### config.mk
export PLATFORM = sky130hd
export DESIGN_NAME = lfu_cache_lru_tiebreak
export DESIGN_NICKNAME = d
export VERILOG_FILES = /design/src/rtl/lfu_pkg.sv /design/src/rtl/lfu_cache_lru_tiebreak.sv /design/src/rtl/lfu_ctrl.sv /design/src/rtl/lfu_victim.sv /design/src/rtl/lfu_dpath.sv
export SDC_FILE = /design/constraint.sdc
export NUM_CORES = 2
export LEC_CHECK = 0
export BUFFER_PORTS_ARGS = -buffer_cell sky130_fd_sc_hd__buf_4
export CAP_MARGIN = 15
export CORE_ASPECT_RATIO = 0.75
export CORE_MARGIN = 3
export CORE_UTILIZATION = 30
export CTS_CLUSTER_SIZE = 10
export DETAILED_ROUTE_END_ITERATION = 8
export SYNTH_ARGS = -nofsm -noshare
export SYNTH_HDL_FRONTEND = slang
export SYNTH_SLANG_ARGS = --single-unit
### constraint.sdc
create_clock -name clk -period 7.2 [get_ports clk]
set_input_delay 1.08 -clock clk [delete_from_list [all_inputs] [get_ports clk]]
set_output_delay 1.08 -clock clk [all_outputs]
set_load 0.01 [all_outputs]
### src/rtl/lfu_pkg.sv
// lfu_pkg: sizes, operation codes and the controller-to-datapath command bundle
// for the lfu cache with lru tie-break; no dependencies
package lfu_pkg;

	localparam int ENTRIES    = 16;
	localparam int COUNT_BITS = 16;
	localparam int KEY_W      = 32;
	localparam int VAL_W      = 31;
	localparam int CAP_W      = 5;

	localparam int IDX_W  = (ENTRIES > 1) ? $clog2(ENTRIES) : 1;
	localparam int RANK_W = IDX_W;
	localparam int FILL_W = $clog2(ENTRIES + 1);
	localparam int CMP_W  = (FILL_W > CAP_W) ? FILL_W : CAP_W;

	// victim sort key: {invalid, count, inverted rank}, smallest wins
	localparam int SKEY_W  = 1 + COUNT_BITS + RANK_W;
	localparam int GRP_SZ  = 4;
	localparam int GROUPS  = (ENTRIES + GRP_SZ - 1) / GRP_SZ;

	localparam logic [CAP_W-1:0]      CAP_RESET = CAP_W'(16);
	localparam logic [COUNT_BITS-1:0] COUNT_MAX = '1;

	localparam logic MODE_GET = 1'b0;
	localparam logic MODE_PUT = 1'b1;

	typedef logic [IDX_W-1:0]      idx_t;
	typedef logic [RANK_W-1:0]     rank_t;
	typedef logic [COUNT_BITS-1:0] count_t;
	typedef logic [SKEY_W-1:0]     skey_t;

	typedef struct packed {
		logic load;    // capture an input beat
		logic match;   // key match and first victim stage
		logic select;  // final victim stage
		logic commit;  // apply the update and load the result
		logic cfg_wr;  // write capacity register
	} cmd_t;

endpackage

### src/rtl/lfu_cache_lru_tiebreak.sv
// lfu_cache_lru_tiebreak: top level of the lfu key-value cache with lru tie-break
// depends on lfu_pkg, lfu_ctrl, lfu_dpath (which holds lfu_victim)
//
// sixteen-entry key-value cache. a get (mode 0) returns the stored value on a
// hit and counts a use; a put (mode 1) updates a present key or inserts a new
// one with count 1. when the fill has reached capacity_in_use, a new key first
// evicts the entry with the lowest use count, the least recent one among equal
// counts, and reports its key. a capacity of zero makes puts do nothing, gets
// still find what was kept. use counts saturate at their width. every input
// beat yields exactly one result beat. items are handled one at a time in four
// steps (capture, key match with the first victim tree stage, final victim
// stage, update): the result beat is registered at the end of the update step,
// and no new input beat is taken until the last item has left its update step;
// the result then sits in an output register and the next item is
// accepted while it waits, that item then holds in its update step until the
// waiting beat leaves. the capacity register may be written at any cycle while
// the block is idle and resets to 16; values above 16 act as 16.
module lfu_cache_lru_tiebreak import lfu_pkg::*; (
	input  logic             clk,
	input  logic             arst_n,
	// input channel
	input  logic             in_valid,
	output logic             in_stall,
	input  logic             mode,
	input  logic [KEY_W-1:0] lookup_key,
	input  logic [VAL_W-1:0] store_value,
	// result channel
	output logic             out_valid,
	input  logic             out_stall,
	output logic             hit,
	output logic [VAL_W-1:0] read_value,
	output logic             evicted,
	output logic [KEY_W-1:0] evicted_key,
	// capacity register write channel
	input  logic             cfg_valid,
	output logic             cfg_ready,
	input  logic [CAP_W-1:0] cfg_data
);

	// command bundle from the sequencer to the datapath
	cmd_t cmd;

	// sequencer: handshakes and step timing
	lfu_ctrl u_ctrl (
		.clk       (clk),
		.arst_n    (arst_n),
		.in_valid  (in_valid),
		.in_stall  (in_stall),
		.out_valid (out_valid),
		.out_stall (out_stall),
		.cfg_valid (cfg_valid),
		.cfg_ready (cfg_ready),
		.cmd       (cmd)
	);

	// datapath: entries, match, victim tree, update and result beat
	lfu_dpath u_dpath (
		.clk         (clk),
		.arst_n      (arst_n),
		.cmd         (cmd),
		.cfg_data    (cfg_data),
		.mode        (mode),
		.lookup_key  (lookup_key),
		.store_value (store_value),
		.hit         (hit),
		.read_value  (read_value),
		.evicted     (evicted),
		.evicted_key (evicted_key)
	);

endmodule

### src/rtl/lfu_ctrl.sv
// lfu_ctrl: sequencer for the lfu cache, one item at a time through match,
// select and update; owns all three handshakes. depends on lfu_pkg
module lfu_ctrl import lfu_pkg::*; (
	input  logic clk,
	input  logic arst_n,
	input  logic in_valid,
	output logic in_stall,
	output logic out_valid,
	input  logic out_stall,
	input  logic cfg_valid,
	output logic cfg_ready,
	output cmd_t cmd
);

	localparam logic [1:0] ST_IDLE   = 2'd0;
	localparam logic [1:0] ST_MATCH  = 2'd1;
	localparam logic [1:0] ST_SELECT = 2'd2;
	localparam logic [1:0] ST_UPDATE = 2'd3;

	logic [1:0] state_q;
	logic       out_valid_q;
	logic       out_blocked;

	assign out_blocked = out_valid_q && out_stall;
	assign in_stall    = (state_q != ST_IDLE);
	assign out_valid   = out_valid_q;
	assign cfg_ready   = 1'b1;

	assign cmd.load   = (state_q == ST_IDLE) && in_valid;
	assign cmd.match  = (state_q == ST_MATCH);
	assign cmd.select = (state_q == ST_SELECT);
	assign cmd.commit = (state_q == ST_UPDATE) && !out_blocked;
	assign cmd.cfg_wr = cfg_valid;

	always_ff @(posedge clk or negedge arst_n) begin
		if (!arst_n) begin
			state_q     <= ST_IDLE;
			out_valid_q <= 1'b0;
		end else begin
			unique case (state_q)
				ST_IDLE: begin
					if (in_valid) state_q <= ST_MATCH;
				end
				ST_MATCH:  state_q <= ST_SELECT;
				ST_SELECT: state_q <= ST_UPDATE;
				ST_UPDATE: begin
					if (!out_blocked) state_q <= ST_IDLE;
				end
				default: state_q <= ST_IDLE;
			endcase
			if (cmd.commit) begin
				out_valid_q <= 1'b1;
			end else if (out_valid_q && !out_stall) begin
				out_valid_q <= 1'b0;
			end
		end
	end

endmodule

### src/rtl/lfu_victim.sv
// lfu_victim: two-stage registered minimum tree picking the lowest-count,
// least-recent valid entry. depends on lfu_pkg
module lfu_victim import lfu_pkg::*; (
	input  logic   clk,
	input  cmd_t   cmd,
	input  logic   valid [ENTRIES],
	input  count_t count [ENTRIES],
	input  rank_t  rank  [ENTRIES],
	output idx_t   victim_idx
);

	skey_t skey       [ENTRIES];
	skey_t grp_key_s1 [GROUPS];
	idx_t  grp_idx_s1 [GROUPS];
	skey_t grp_key    [GROUPS];
	idx_t  grp_idx    [GROUPS];
	skey_t best_key;
	idx_t  best_idx;
	idx_t  victim_idx_q;

	always_comb begin
		for (int n = 0; n < ENTRIES; n++) begin
			skey[n] = {~valid[n], count[n], ~rank[n]};
		end
	end

	// first stage: best of each group of four
	always_comb begin
		for (int g = 0; g < GROUPS; g++) begin
			grp_key[g] = '1;
			grp_idx[g] = IDX_W'(g * GRP_SZ);
			for (int j = 0; j < GRP_SZ; j++) begin
				if ((g * GRP_SZ + j) < ENTRIES) begin
					if (skey[g * GRP_SZ + j] < grp_key[g]) begin
						grp_key[g] = skey[g * GRP_SZ + j];
						grp_idx[g] = IDX_W'(g * GRP_SZ + j);
					end
				end
			end
		end
	end

	always_ff @(posedge clk) begin
		if (cmd.match) begin
			grp_key_s1 <= grp_key;
			grp_idx_s1 <= grp_idx;
		end
	end

	// second stage: best over the groups
	always_comb begin
		best_key = '1;
		best_idx = grp_idx_s1[0];
		for (int g = 0; g < GROUPS; g++) begin
			if (grp_key_s1[g] < best_key) begin
				best_key = grp_key_s1[g];
				best_idx = grp_idx_s1[g];
			end
		end
	end

	always_ff @(posedge clk) begin
		if (cmd.select) victim_idx_q <= best_idx;
	end

	assign victim_idx = victim_idx_q;

endmodule

### src/rtl/lfu_dpath.sv
// lfu_dpath: entry storage, parallel key match, count/rank update and result
// register for the lfu cache. depends on lfu_pkg and lfu_victim
module lfu_dpath import lfu_pkg::*; (
	input  logic             clk,
	input  logic             arst_n,
	input  cmd_t             cmd,
	input  logic [CAP_W-1:0] cfg_data,
	input  logic             mode,
	input  logic [KEY_W-1:0] lookup_key,
	input  logic [VAL_W-1:0] store_value,
	output logic             hit,
	output logic [VAL_W-1:0] read_value,
	output logic             evicted,
	output logic [KEY_W-1:0] evicted_key
);

	logic             valid_q [ENTRIES];
	logic [KEY_W-1:0] key_q   [ENTRIES];
	logic [VAL_W-1:0] value_q [ENTRIES];
	count_t           count_q [ENTRIES];
	rank_t            rank_q  [ENTRIES];
	logic [FILL_W-1:0] fill_q;
	logic [CAP_W-1:0]  cap_q;

	logic             mode_s1;
	logic [KEY_W-1:0] key_s1;
	logic [VAL_W-1:0] val_s1;
	logic             hit_s2;
	idx_t             hit_idx_s2;

	logic             hit_q;
	logic [VAL_W-1:0] read_value_q;
	logic             evicted_q;
	logic [KEY_W-1:0] evicted_key_q;

	idx_t             victim_idx;
	logic             match_any;
	idx_t             match_idx;
	logic [CMP_W-1:0] cap_eff;
	logic             cap_nz;
	logic             do_touch;
	logic             do_insert;
	logic             do_evict;
	rank_t            hit_rank;
	rank_t            vic_rank;
	logic             valid_rm [ENTRIES];
	logic             slot_found;
	idx_t             slot;

	lfu_victim u_victim (
		.clk        (clk),
		.cmd        (cmd),
		.valid      (valid_q),
		.count      (count_q),
		.rank       (rank_q),
		.victim_idx (victim_idx)
	);

	// capture the input beat
	always_ff @(posedge clk) begin
		if (cmd.load) begin
			mode_s1 <= mode;
			key_s1  <= lookup_key;
			val_s1  <= store_value;
		end
	end

	// parallel key match, lowest index wins
	always_comb begin
		match_any = 1'b0;
		match_idx = '0;
		for (int i = ENTRIES - 1; i >= 0; i--) begin
			if (valid_q[i] && key_q[i] == key_s1) begin
				match_any = 1'b1;
				match_idx = IDX_W'(i);
			end
		end
	end

	always_ff @(posedge clk) begin
		if (cmd.match) begin
			hit_s2     <= match_any;
			hit_idx_s2 <= match_idx;
		end
	end

	// decide the operation
	always_comb begin
		cap_eff   = (CMP_W'(cap_q) > CMP_W'(ENTRIES)) ? CMP_W'(ENTRIES) : CMP_W'(cap_q);
		cap_nz    = (cap_q != '0);
		do_touch  = hit_s2 && (mode_s1 == MODE_GET || cap_nz);
		do_insert = (mode_s1 == MODE_PUT) && !hit_s2 && cap_nz;
		do_evict  = do_insert && (CMP_W'(fill_q) >= cap_eff);
		hit_rank  = rank_q[hit_idx_s2];
		vic_rank  = rank_q[victim_idx];
	end

	// valid bits after removal and the first free slot
	always_comb begin
		slot_found = 1'b0;
		slot       = '0;
		for (int i = 0; i < ENTRIES; i++) begin
			valid_rm[i] = valid_q[i] && !(do_evict && victim_idx == IDX_W'(i));
		end
		for (int i = ENTRIES - 1; i >= 0; i--) begin
			if (!valid_rm[i]) begin
				slot_found = 1'b1;
				slot       = IDX_W'(i);
			end
		end
	end

	// control state: valid bits, fill level, capacity
	always_ff @(posedge clk or negedge arst_n) begin
		if (!arst_n) begin
			for (int i = 0; i < ENTRIES; i++) valid_q[i] <= 1'b0;
			fill_q <= '0;
			cap_q  <= CAP_RESET;
		end else begin
			if (cmd.cfg_wr) cap_q <= cfg_data;
			if (cmd.commit && do_insert) begin
				for (int i = 0; i < ENTRIES; i++) begin
					valid_q[i] <= valid_rm[i] || (slot_found && slot == IDX_W'(i));
				end
				if (slot_found) begin
					fill_q <= do_evict ? fill_q : fill_q + FILL_W'(1);
				end else if (do_evict) begin
					fill_q <= fill_q - FILL_W'(1);
				end
			end
		end
	end

	// entry payload update
	always_ff @(posedge clk) begin
		if (cmd.commit) begin
			for (int i = 0; i < ENTRIES; i++) begin
				if (do_touch) begin
					if (hit_idx_s2 == IDX_W'(i)) begin
						rank_q[i] <= '0;
						if (count_q[i] != COUNT_MAX) count_q[i] <= count_q[i] + COUNT_BITS'(1);
						if (mode_s1 == MODE_PUT) value_q[i] <= val_s1;
					end else if (valid_q[i] && rank_q[i] < hit_rank) begin
						rank_q[i] <= rank_q[i] + RANK_W'(1);
					end
				end else if (do_insert) begin
					if (slot_found && slot == IDX_W'(i)) begin
						key_q[i]   <= key_s1;
						value_q[i] <= val_s1;
						count_q[i] <= COUNT_BITS'(1);
						rank_q[i]  <= '0;
					end else if (valid_rm[i]) begin
						// removal closes the gap above the victim, insertion pushes all down
						if (!(do_evict && rank_q[i] > vic_rank)) begin
							rank_q[i] <= rank_q[i] + RANK_W'(1);
						end
					end
				end
			end
		end
	end

	// result register
	always_ff @(posedge clk) begin
		if (cmd.commit) begin
			hit_q         <= hit_s2;
			read_value_q  <= (mode_s1 == MODE_GET && hit_s2) ? value_q[hit_idx_s2] : '0;
			evicted_q     <= do_evict;
			evicted_key_q <= do_evict ? key_q[victim_idx] : '0;
		end
	end

	assign hit         = hit_q;
	assign read_value  = read_value_q;
	assign evicted     = evicted_q;
	assign evicted_key = evicted_key_q;

endmodule
# Word level (Yosys, flattened, before mapping)
# Memory sizes are Yosys's and may differ from the RTL's. A register that Yosys moved wholly into a read port is not among the register bits.
# Cells that the tools add are included.
[totals]
input_bits = 74
elab_cells = 1158
mem_count = 2
register_bits = 524
output_inout_bits = 68
ramBits = 1008
[op_classes]
n_mux = 536
magnitude_cmp = 56
add_sub_neg = 34
n_reduce_logical = 257
n_eq_ne = 147
n_bitwise = 51
[mem_list]
columns = ["name", "depth", "word_bits", "rd", "rd_ports_with_merged_regs", "write_ports", "line_no", "text"]
rows = [
  ["u_dpath.key_q", 16, 32, 17, 1, 1, "lfu_dpath.sv:18", "logic [KEY_W-1:0] key_q [ENTRIES];"],
  ["u_dpath.value_q", 16, 31, 1, 1, 1, "lfu_dpath.sv:19", "logic [VAL_W-1:0] value_q [ENTRIES];"],
]
[op_table]
columns = ["operator", "n"]
rows = [
  ["2-to-1 mux 16 bit", 80],
  ["2-to-1 mux 31 bit", 31],
  ["2-to-1 mux 4 bit", 173],
  ["equality test 32 bit", 16],
  ["2-to-1 mux 32 bit", 15],
  ["OR reduction 32 bit", 15],
  ["OR reduction 31 bit", 15],
  ["2-to-1 mux 21 bit", 19],
  ["less-than comparator 21 bit", 15],
  ["adder 16 x 1 -> 16 bit, second input constant", 16],
  ["inequality test 16 bit, second input constant", 16],
  ["2-to-1 mux 1 bit", 203],
  ["AND reduction 5 bit", 32],
  ["logical AND 1 bit", 106],
  ["less-than comparator 21 bit, second input constant", 5],
  ["equality test 4 bit, second input constant", 24],
  ["inequality test 2 bit, second input constant", 35],
  ["adder 4 x 1 -> 4 bit, second input constant", 16],
  ["> comparator 4 bit", 16],
  ["less-than comparator 4 bit", 16],
  ["NOT 4 bit", 16],
  ["equality test 4 x 3 -> 1 bit, second input constant", 12],
  ["inequality test 3 x 1 -> 1 bit, second input constant", 16],
  ["inequality test 3 bit, second input constant", 16],
  ["30 further kinds", 157],
]

# Logic depth before layout (Yosys ltp)
[logic_depth]
depth_word = 47
ltp_mapped = 37
mapped_depth_nobuf = 31

# By module
# Synthesis repeated with hierarchy kept, for this count alone.
[hier_totals]
cells_unflattened = 6184
area_unflattened_um2 = 84347.1
[modules_own_cells]
columns = ["mod", "instances", "cells_each", "seq_area_each_um2", "area_each_um2"]
rows = [
  ["lfu_dpath", 1, 4535, 44554.0, 70086.0],
  ["lfu_victim", 1, 1627, 2882.8, 14017.2],
  ["lfu_ctrl", 1, 22, 75.1, 244.0],
]

# Worst setup path after synthesis
# OpenSTA, ideal clock, no wires.
[synth_timing]
kind = "register to register"
start = "register u_dpath.rank_q[62] (netlist bit)"
end = "register u_dpath.u_victim.grp_key_s1[67] (netlist bit) (data pin)"
stages_incl_launch_ff = 33
required_ns = 6.931
n_path_buf = 5
setup_slack_ns = 0.174
setup_time_ns = 0.269
arrival_ns = 6.757
period_less_slack_ns = 7.026
path_cell_list = "edfxtp_1 clkbuf_1 ha_1 a211o_1 a31oi_1 o21a_1 o21ai_0 a31o_2 buf_2 buf_1 o21ai_0 ha_1 a21o_1 a21o_1 a21oi_1 nor4b_1 mux2i_1 o2111a_1 nor2_1 clkbuf_1 mux2_2 ha_1 a21o_1 a21o_1 a21oi_1 nor2_1 a211oi_1 o21ai_0 a21o_1 a211o_1 nor2_1 buf_2 mux2i_1"
[synth_rtl]
columns = ["element", "line_no", "text"]
rows = [
  ["from (decl)", "lfu_dpath.sv:21", "rank_t rank_q [ENTRIES];"],
  ["from (signal, indexed assignment)", "lfu_dpath.sv:144", "rank_q[i] <= rank_q[i] + RANK_W'(1);"],
  ["from (signal, indexed assignment)", "lfu_dpath.sv:155", "rank_q[i] <= rank_q[i] + RANK_W'(1);"],
  ["to (signal assigned)", "lfu_victim.sv:45", "grp_key_s1 <= grp_key;"],
  ["to (decl)", "lfu_victim.sv:13", "skey_t grp_key_s1 [GROUPS];"],
]

==> parameters.txt <==
Parameter                              Value

STA
  Final worst-path setup slack ... between 0.2 and 0.3 ns
  # setup viols final ... 0
  Number of pins with negative max-slew slack in the final report ... 0
  Actual slew at the worst max-slew pin ... about 1.2 ns
  Fmax achieved ... ~140 MHz
  Number of failing hold endpoints at the final stage ... 0
  Tightest slew margin relative to the limit ... 0.195
  Setup TNS after final layout ... 0 ns
  Worst-case clock skew ... approximately 0.12 ns
  Final critical delay including setup and external delays ... 6.91 ns
  Part of the cycle the worst path needs ... 0.959

Logic synthesis
  Sequential area share after synthesis ... 0.568
  Netlist area before placement ... around 0.084 mm^2
  Async set or reset register ratio after synthesis ... 0.0183
  Number of enable-type register cells in the synthesized netlist ... 1558
  Synth Register Bits ... between 1500 and 2000
  Top_reg_cell synth ... sky130_fd_sc_hd__edfxtp_1
  Post-synth net total ... around 6700
  Distinct cell type count of the synthesized netlist ... 76
  Mapped Cells ... roughly 6100
  Mapped Avg Cell Area ... 13.6 um^2
  Count of warnings emitted by yosys ... 0

Setup path
  Crit path required time ... 7.71 ns
  Largest stage delay on the critical path ... about 0.47 ns
  Critical-path cell with the highest stage delay ... sky130_fd_sc_hd__edfxtp_1
  R2R Setup Slk ... between 0.2 and 0.3 ns
  Endpoint kind of the worst setup timing path ... flip-flop
  Critical setup path kind ... reg2reg
  Number of cells on the worst reg-to-reg path ... 28
  Arrival time at the worst endpoint ... around 7.4 ns
  Reg-to-reg endpoint ... u_dpath.u_victim.grp_key_s1[83]
  Sort of element at the start of the critical path ... flip-flop
  Max Fanout on Critical Path ... 21
  Source of the worst register-to-register timing path ... u_dpath.count_q[225]

Floorplan
  Core area ... 0.277 mm^2
  Number of placed I/O pins ... 142
  Y dimension of the die ... 463 um
  Overall die area ... 0.285 mm^2
  Floorplan die width ... ~620 um
  Num rows ... approximately 170
  Initial standard-cell utilization of the core ... 0.302

Pwr
  Clock power share ... 0.265
  Internal power of the cells ... roughly 21000 uW
  LEAKAGE ... between 0.03 and 0.04 uW
  Pwr Density ... ~340 mW/mm^2
  Sw Share ... 0.354
  Fraction of power consumed by combinational cells ... 0.372
  Largest voltage drop on the vdd net ... 335 uV
  Net Sw Power ... between 10000 and 15000 uW
  Part of the power in registers ... 0.364

Job
  Number of max-cap violations ... 0

Drt
  Via Count ... around 54000
  Total Routed Length ... about 260000 um
  Number of remaining DRC errors ... 0
  DRT antenna net count ... 1
  Starting DRC count in detailed routing ... around 7000
  Average wire per cell in the routed design ... about 25 um
  Mean number of vias per cell ... approximately 5.3
  Pre-antenna DRT Iters ... 7

Layout
  Most common cell after layout, fill and taps aside ... sky130_fd_sc_hd__edfxtp_1
  Register area ... approximately 0.048 mm^2
  Fin nets ... a little under 7000
  Layout Area Growth over Synthesis ... 14.6%
  Finished Layout Cells ... around 10000
  Area of the multi-input gates ... 0.0343 mm^2
  Layout fillers ... 26600
  Share of layout cells above drive strength 1 ... 0.166
  Most used cells in the layout excluding fill and tap cells ... 1558 x sky130_fd_sc_hd__edfxtp_1, 524 x sky130_fd_sc_hd__xnor2_1, 443 x sky130_fd_sc_hd__ha_1

GRT
  Via count of the first global-routing pass ... 53100
  Aggregate global-route resource usage ... 0.175
  Maximum number of pins on one net before global-route repair ... ~100
  Total congestion overflow after global routing ... 0
  Antenna violations before repair ... 20
  First-pass GRT wire length ... between 300000 and 400000 um

Clocking
  Skew-Pair Late Insertion Delay ... around 0.87 ns
  CTS clk-pin slew, worst paths ... 0.06 ns
  Number of sinks handled by clock tree synthesis ... ~1600
  Number of hold buffers added after cts ... 0
  Clock tree from TritonCTS ... built
  Number of buffers on the longest clock path ... 4
  Root buffer cell ... sky130_fd_sc_hd__clkbuf_16
  CTS Buf Count ... about 190
  CTS H-tree lvls ... 4

Placed design
  HPWL after detailed placement ... 181000 um
  Placer congestion estimate ... between 0.9 and 1
  Number of buffer cells added on primary ports ... 140
  Total instance count after detailed placement ... ~9900
  Worst setup timing slack at the placement stage ... 0.101 ns

Worst hold path
  Hold Crit Class ... in2async

Outcome
  Failing checks ... antenna violations
  Status ... finished with violations
## kinds of logic (layout without fill, tap and decap cells)
logic type | after synthesis | in the layout | share of synthesized area
compound gates | 725 | 727 | 0.0532
xor+xnor | 751 | 751 | 0.0786
fa+ha+maj | 445 | 445 | 0.0666
buf+inv | 591 | 936 | 0.0270
flops | 1587 | 1587 | 0.568
mux | 544 | 544 | 0.119
other cells | 1 | 10 | 0.0000448
simple gates | 1488 | 1488 | 0.0876
## metal layers
metal,vias up,GRT usage,part of all wire
met2,2497,0.254,0.43
met4,0,0.0540,0.032
met1,27700,0.262,0.45
met3,416,0.0340,0.092
li1,23800,-,-
met5,-,0,0
## critical path: cells and delay by family (launching register included)
family / cells / cell delay (ns)
buf+inv: 2 / 0.36
compound gates: 15 / 3.02
fa+ha+maj: 3 / 1.07
mux: 2 / 0.40
flops: 1 / 0.47
simple gates: 6 / 1.25
## power by group through the flow
stage                     combinational (uW)  clock [uW]  sequential, uW
after floorplan                         7700           0           11900
after global placement                 11700           0           12100
after detailed placement               12000           0           12200
after CTS                              12000        8920           12000
after global routing                   13200        9280           12100
final                                  12200        8730           12000
## timing repair
item | in CTS | in global routing
setup buffers | 0 | 5
gates resized for setup | 0 | 25
setup endpoints to repair | 0 | 80
## worst max path at each step
stage,cells past startpoint,from,end,slack [ns]
final,28,u_dpath.count_q[225],u_dpath.u_victim.grp_key_s1[83],0.29
after global routing,29,u_dpath.count_q[60],u_dpath.u_victim.grp_key_s1[8],-0.005
after CTS,29,u_dpath.count_q[225],u_dpath.u_victim.grp_key_s1[83],0.05
after detailed placement,29,u_dpath.count_q[225],u_dpath.u_victim.grp_key_s1[71],0.10
after global placement,27,u_dpath.count_q[224],u_dpath.u_victim.grp_key_s1[63],0.22
after floorplan,32,u_dpath.rank_q[62],u_dpath.u_victim.grp_key_s1[67],0.17
## Yosys cell counts (13+ instances only)
cell type / instances / area share
sky130_fd_sc_hd__nand3_1: 152 / 0.0091
sky130_fd_sc_hd__or3_1: 29 / 0.0022
sky130_fd_sc_hd__nor3_1: 68 / 0.0041
sky130_fd_sc_hd__and3_1: 89 / 0.0067
sky130_fd_sc_hd__mux2i_1: 128 / 0.015
sky130_fd_sc_hd__a21o_1: 67 / 0.0060
sky130_fd_sc_hd__a21oi_1: 214 / 0.013
sky130_fd_sc_hd__o21ai_0: 231 / 0.014
sky130_fd_sc_hd__nand4_1: 168 / 0.013
sky130_fd_sc_hd__mux4_2: 355 / 0.096
sky130_fd_sc_hd__nand2b_1: 50 / 0.0037
sky130_fd_sc_hd__edfxtp_1: 1558 / 0.56
sky130_fd_sc_hd__inv_1: 306 / 0.014
sky130_fd_sc_hd__o211ai_1: 18 / 0.0016
sky130_fd_sc_hd__a31oi_1: 18 / 0.0013
sky130_fd_sc_hd__dfrtp_1: 28 / 0.0084
sky130_fd_sc_hd__xor2_1: 227 / 0.024
sky130_fd_sc_hd__clkbuf_1: 226 / 0.010
sky130_fd_sc_hd__a41oi_1: 19 / 0.0020
sky130_fd_sc_hd__o21a_1: 33 / 0.0030
sky130_fd_sc_hd__xnor2_1: 524 / 0.055
sky130_fd_sc_hd__nor2_1: 435 / 0.020
sky130_fd_sc_hd__nor2b_1: 85 / 0.0064
sky130_fd_sc_hd__nand2_1: 277 / 0.012
sky130_fd_sc_hd__mux2_2: 61 / 0.0082
sky130_fd_sc_hd__o31ai_1: 16 / 0.0014
sky130_fd_sc_hd__nor4_1: 74 / 0.0055
sky130_fd_sc_hd__a211oi_1: 17 / 0.0015
sky130_fd_sc_hd__and4_1: 13 / 0.0014
sky130_fd_sc_hd__ha_1: 444 / 0.066
sky130_fd_sc_hd__buf_1: 45 / 0.0020
sky130_fd_sc_hd__and2_1: 14 / 0.0010
## final cells by class
| type | count | share of cell area |
|---|---|---|
| Antenna cell | 9 | 0.000235 |
| Clock buffer | 236 | 0.0531 |
| Clock inverter | 26 | 0.00278 |
| Inverter | 306 | 0.0120 |
| Multi-Input combinational cell | 3956 | 0.358 |
| Sequential cell | 1587 | 0.495 |
| Tap cell | 3718 | 0.0485 |
| Timing Repair Buffer | 368 | 0.0301 |
## registers in the layout, summed over array words and instances (netlist names)
signal / flops
u_ctrl.out_valid: 1
u_ctrl.state_q: 2
u_dpath.cap_q: 5
u_dpath.count_q: 256
u_dpath.evicted: 1
u_dpath.evicted_key: 32
u_dpath.fill_q: 5
u_dpath.hit: 1
u_dpath.hit_idx_s2: 4
u_dpath.hit_s2: 1
u_dpath.key_q: 512
u_dpath.key_s1: 32
u_dpath.mode_s1: 1
u_dpath.rank_q: 64
u_dpath.read_value: 31
u_dpath.u_victim.grp_idx_s1: 8
u_dpath.u_victim.grp_key_s1: 84
u_dpath.u_victim.victim_idx: 4
u_dpath.val_s1: 31
u_dpath.valid_q: 16
u_dpath.value_q: 496
## metrics by stage
stage	util	hold WS [ns]	power [uW]	area [um^2]
after global placement	0.326	0.472	23900	90300
final	0.346	0.263	33000	95900
after CTS	0.346	0.216	32900	95700
after global routing	0.346	0.248	34600	95900
after detailed placement	0.326	0.477	24100	90300
after floorplan	-	0.450	19600	83700
No activity file was read; power rests on OpenSTA's default activity.
